$ cat config.mk
export PLATFORM = sky130hd
export DESIGN_NAME = adsc_div
export DESIGN_NICKNAME = d
export VERILOG_FILES = /design/src/design/adsc_pkg.sv /design/src/design/adsc_div.sv
export SDC_FILE = /design/constraint.sdc
export NUM_CORES = 1
export LEC_CHECK = 0
export ABC_CLOCK_PERIOD_IN_PS = 4900
export BUFFER_PORTS_ARGS = -buffer_cell sky130_fd_sc_hd__buf_2
export CORE_MARGIN = 2
export CORE_UTILIZATION = 45
export DETAILED_ROUTE_END_ITERATION = 8
export GPL_TIMING_DRIVEN = 0
export PLACE_DENSITY = 0.73
export SKIP_LAST_GASP = 1
export SLEW_MARGIN = 15
export SYNTH_ARGS = -nofsm -noshare
export SYNTH_HDL_FRONTEND = slang
export SYNTH_SLANG_ARGS = --single-unit
$ cat constraint.sdc
create_clock -name clk -period 4.9 [get_ports clk]
set_input_delay 0.735 -clock clk [delete_from_list [all_inputs] [get_ports clk]]
set_output_delay 0.735 -clock clk [all_outputs]
set_load 0.05 [all_outputs]
$ cat src/design/adsc_pkg.sv
// Shared types, widths, constants and helpers for the adaptive soft clipper.
package adsc_pkg;

  localparam int SMP_W  = 24;  // Q4.20 sample
  localparam int DRV_W  = 20;  // Q4.16 drive
  localparam int GAIN_W = 17;  // Q1.16 / Q0.16 controls
  localparam int ENV_W  = 28;  // Q8.20 magnitudes
  localparam int COEF_W = 24;  // Q0.24 coefficients
  localparam int C20_W  = 21;  // ceiling in Q.20
  localparam int KNEE_W = 16;
  localparam int NRG_W  = 32;
  localparam int ADDR_W = 5;
  localparam int DATA_W = 32;

  localparam logic [COEF_W-1:0] SMOOTH_COEF_DEF       = 24'd16768480;
  localparam logic [COEF_W-1:0] FAST_ATTACK_COEF_DEF  = 24'd16285142;
  localparam logic [COEF_W-1:0] FAST_RELEASE_COEF_DEF = 24'd16767510;
  localparam logic [COEF_W-1:0] BODY_ATTACK_COEF_DEF  = 24'd16762659;

  localparam logic [GAIN_W-1:0] Q16_ONE = 17'd65536;

  // register index codes
  localparam logic [2:0] REG_DRIVE   = 3'd0;
  localparam logic [2:0] REG_CEILING = 3'd1;
  localparam logic [2:0] REG_SHAPE   = 3'd2;
  localparam logic [2:0] REG_BIAS    = 3'd3;
  localparam logic [2:0] REG_LINK    = 3'd4;
  localparam logic [2:0] REG_TRIM    = 3'd5;
  localparam logic [2:0] REG_BODYREL = 3'd6;
  localparam logic [2:0] REG_MONO    = 3'd7;

  typedef struct packed {
    logic start;
    logic en;      // channel is processed: envelopes update
  } lane_cmd_t;

  typedef struct packed {
    logic              done;
    logic [ENV_W-1:0]  fast;
    logic [ENV_W-1:0]  body;
    logic [C20_W-1:0]  shaped;
    logic [GAIN_W-1:0] cls;
    logic [KNEE_W-1:0] knee;
    logic [NRG_W-1:0]  eterm;
  } lane_res_t;

  // one-pole step toward t: t +/- floor(|s-t|*c/2^24)
  function automatic logic [ENV_W-1:0] smooth_to(input logic [ENV_W-1:0] s,
                                                 input logic [ENV_W-1:0] t,
                                                 input logic [COEF_W-1:0] c);
    logic [ENV_W-1:0]        d;
    logic [ENV_W+COEF_W-1:0] p;
    d = (s >= t) ? (s - t) : (t - s);
    p = d * c;
    if (s >= t) begin
      return t + p[ENV_W+COEF_W-1:COEF_W];
    end
    return t - p[ENV_W+COEF_W-1:COEF_W];
  endfunction

  function automatic logic [GAIN_W-1:0] cap16(input logic [GAIN_W-1:0] v);
    return (v > Q16_ONE) ? Q16_ONE : v;
  endfunction

endpackage

$ cat src/design/adsc_div.sv
// Restoring serial divider, one quotient bit per cycle.
module adsc_div import adsc_pkg::*; #(
  parameter int DW = 32,
  parameter int QW = 19
) (
  input  logic             clk,
  input  logic             rst_n,
  input  logic             start,
  input  logic [DW+QW-1:0] num,   // num >> QW must be below den
  input  logic [DW-1:0]    den,
  output logic             done,
  output logic [QW-1:0]    quo
);

  localparam int CW = $clog2(QW + 1);

  logic [DW-1:0] rem_r;
  logic [DW-1:0] den_r;
  logic [QW-1:0] low_r;
  logic [CW-1:0] cnt_r;
  logic          done_r;
  logic [DW:0]   trial;
  logic          ge;
  logic [DW:0]   rem_nxt;

  always_comb begin
    trial   = {rem_r, low_r[QW-1]};
    ge      = trial >= {1'b0, den_r};
    rem_nxt = ge ? (trial - {1'b0, den_r}) : trial;
  end

  always_ff @(posedge clk) begin
    if (!rst_n) begin
      cnt_r  <= '0;
      done_r <= 1'b0;
    end else begin
      done_r <= ~start & (cnt_r == CW'(1));
      if (start) begin
        cnt_r <= CW'(QW);
      end else if (cnt_r != '0) begin
        cnt_r <= cnt_r - 1'b1;
      end
    end
  end

  always_ff @(posedge clk) begin
    if (start) begin
      rem_r <= num[DW+QW-1:QW];
      low_r <= num[QW-1:0];
      den_r <= den;
    end else if (cnt_r != '0) begin
      rem_r <= rem_nxt[DW-1:0];
      low_r <= {low_r[QW-2:0], ge};
    end
  end

  assign done = done_r;
  assign quo  = low_r;

endmodule

==> out/results.ini <==
[yosys]
seq_area_frac_synth_pct = 47.1
ys.flop_type = edfxtp_1
syn_nets = 658
ys_seq_elements = 89
async_reset_ff_share_pct = 0
syn-cell-area_um2 = 5550
syn_area_per_cell_um2 = 10.3
ys_warn_count = 0
synthDistinctLibCells = 54
synthCells = 536
synth-edff-count = 83

[worst_setup_path]
cp-start-kind = register
path_max_fanout = 3
crit_arrival_ns = 3.47
r2r-start = quo[18]
end_kind = register
path_class = register to register
startpoint = quo[18]
critPathRequiredTime_ns = 4.98

[global_route]
grtUsageTotal_pct = 21.0
grt_max_degree = 52
grt_pass1_wl_mm = 21.2
grt-ovfl-total = 0
grt_pass1_vias = 4523
antenna_found_initial = 0

[outcome]
outcome = completed

[power]
p_clk_share_pct = 17.3
p_per_area_nw_per_um2 = 616
power_frac_seq_pct = 29.7
swShare_pct = 41.1
intPower_w = 0.00238
vdd_drop_max_v = 0.000343
power.switching_w = 0.00166
comb_power_share_pct = 53.0
p_leak_nw = 2.84

[cells_and_area]
syn_to_final_growth_pct = 18.4
nets = 774
final_common_cell = buf_2
multi_input_area_um2 = 2650
fin_cells = 804
finish.utilization_pct = 54.7
num_antenna_cells = 0
seq_area_um2 = 2610
drive_above_1_share_pct = 25.0
fillCellCount = 1124
layout_common_cells = buf_2 (105), edfxtp_1 (83), nand2_1 (49), inv_1 (48), a21oi_1 (47)

[timing]
slew_violations = 0
fin_worst_skew_ns = 0.00848
max_freq_mhz = 295
hold_viol = 0
final-setup-viol-count = 0
finalCriticalPeriod_ns = 3.39
setup_tns_ns = 0
rsz0062_at_grt = no
tightestPinTransition_ns = 0.880
max-slew-margin-rel_pct = 41.3
period_share_pct = 69.2

[clock_network]
cts.sinks = 89
cts-root-buf = clkbuf_16
clock_latency_ns = 0.36
ctsResizeCount = 0
clkTransAtPathRegs_ns = 0.07
clk_path_buf_depth = 2
post_cts_buffers = 0
cts_inserted_buffers = 9
cts_hold_buf = 0
cts_tree = yes
cts_max_level = 3

[place]
place_hpwl_mm = 9.62
dp_cells = 788
place_congestion = 0.914
io_buffers = 105

[detailed_routing]
first_pass_iters = 5
wl_mm = 13.4
drc = 0
routedWlPerCell_um = 16.7
ant_nets = 0
vias = 4480
drt_iter0_drc = 307
via_per_inst = 5.57

[floorplan]
die_w_um = 115
die_area_um2 = 13200
core-area_um2 = 12000
ios = 106
die_h_um = 115
num_rows = 40
start_util_pct = 46.2

[worst_hold_path]
min-delay-start = den[25]
hold_path_class = primary input to register

[flow_run]
cap_violations = 0

## per-stage QoR
step | hold slack [ns] | total power (W) | setup WS (ns) | area, um^2
3_5_place_dp | 0.558 | 0.00332 | 1.58 | 6270
5_1_grt | 0.536 | 0.00433 | 1.35 | 6570
3_3_place_gp | 0.525 | 0.00325 | 0.181 | 6260
4_1_cts | 0.538 | 0.00404 | 1.55 | 6570
2_1_floorplan | 0.508 | 0.00284 | 1.77 | 5550
6_report | 0.551 | 0.00405 | 1.51 | 6570
## kinds of logic after synthesis
group,synth area share (%)
mux,7.20
flops,47.1
xor+xnor,3.63
fa+ha+maj,8.26
buf+inv,5.37
compound gates,17.0
simple gates,11.4
## critical path, stage by stage, from the launching register on
cell and delay [ns]:
edfxtp_1 0.43, inv_1 0.09, ha_1 0.17, inv_1 0.06, fa_1 0.44, a211oi_1 0.26, o21ai_0 0.15, nand4_1 0.22
a211oi_1 0.15, o31ai_1 0.43, o21bai_1 0.17, nor3_1 0.19, nor4_1 0.08, a31oi_1 0.18, o211ai_1 0.10
## layout make-up
class,count,area share [%]
Sequential cell,89,39.8
Clock buffer,10,3.49
Clock inverter,6,1.05
Timing Repair Buffer,105,8.00
Tap cell,147,2.80
Multi-Input combinational cell,381,40.3
Buffer,18,1.79
Inverter,48,2.74
## state kept, by name (all words and copies together) (netlist names)
register / flops
den_r: 32
rem_r: 32
quo: 19
cnt_r: 5
done: 1
## path summary, 6_finish.rpt
path | depth (start not counted) | slack [ns] | endpoint
max | 14 | 1.51 | rem_r[28]
min | 1 | 0.55 | den_r[25]
max reg2reg | 14 | 1.51 | rem_r[28]
min reg2reg | 2 | 0.58 | cnt_r[4]
## power by group through the flow
stage	Combinational [W]	Sequential, W	Clock, W
detailed placement	0.00210	0.00121	0
finish	0.00214	0.00120	0.000699
global route	0.00236	0.00123	0.000742
floorplan	0.00156	0.00128	0
CTS	0.00212	0.00120	0.000715
global placement	0.00204	0.00121	0
## cells in the mapped netlist, drive strengths merged, types with 3 or more instances
master | number | area, um^2
xnor2 | 15 | 131
o21a | 8 | 60.1
nand2 | 49 | 184
nand3 | 9 | 45.0
a211oi | 8 | 60.1
a21o | 12 | 90.1
nand4 | 5 | 31.3
a21oi | 47 | 235
mux2 | 31 | 349
nor4 | 4 | 25.0
inv | 48 | 180
a211o | 3 | 26.3
edfxtp | 83 | 2490
and2 | 4 | 25.0
o211ai | 3 | 22.5
xor2 | 8 | 70.1
a31oi | 5 | 31.3
o21bai | 6 | 45.0
mux2i | 5 | 50.1
nand2b | 6 | 37.5
nor2b | 8 | 50.1
nor3 | 11 | 55.1
o21ai | 38 | 190
ha | 35 | 438
buf | 9 | 82.6
a21boi | 4 | 30.0
clkbuf | 9 | 35.0
or3 | 4 | 25.0
dfxtp | 6 | 120
nor2 | 29 | 111
## metal layers
| metal | share of wire [%] | routed length [um] | vias to the layer above | GRT usage [%] |
|---|---|---|---|---|
| met4 | 2.3 | 303 | 0 | 9.24 |
| met1 | 42 | 5600 | 2104 | 24.3 |
| met2 | 49 | 6550 | 154 | 35.9 |
| li1 | - | - | 2198 | - |
| met3 | 7.2 | 964 | 24 | 6.59 |
| met5 | 0 | 0 | - | 0 |
Power figures use the tool's default switching activity.
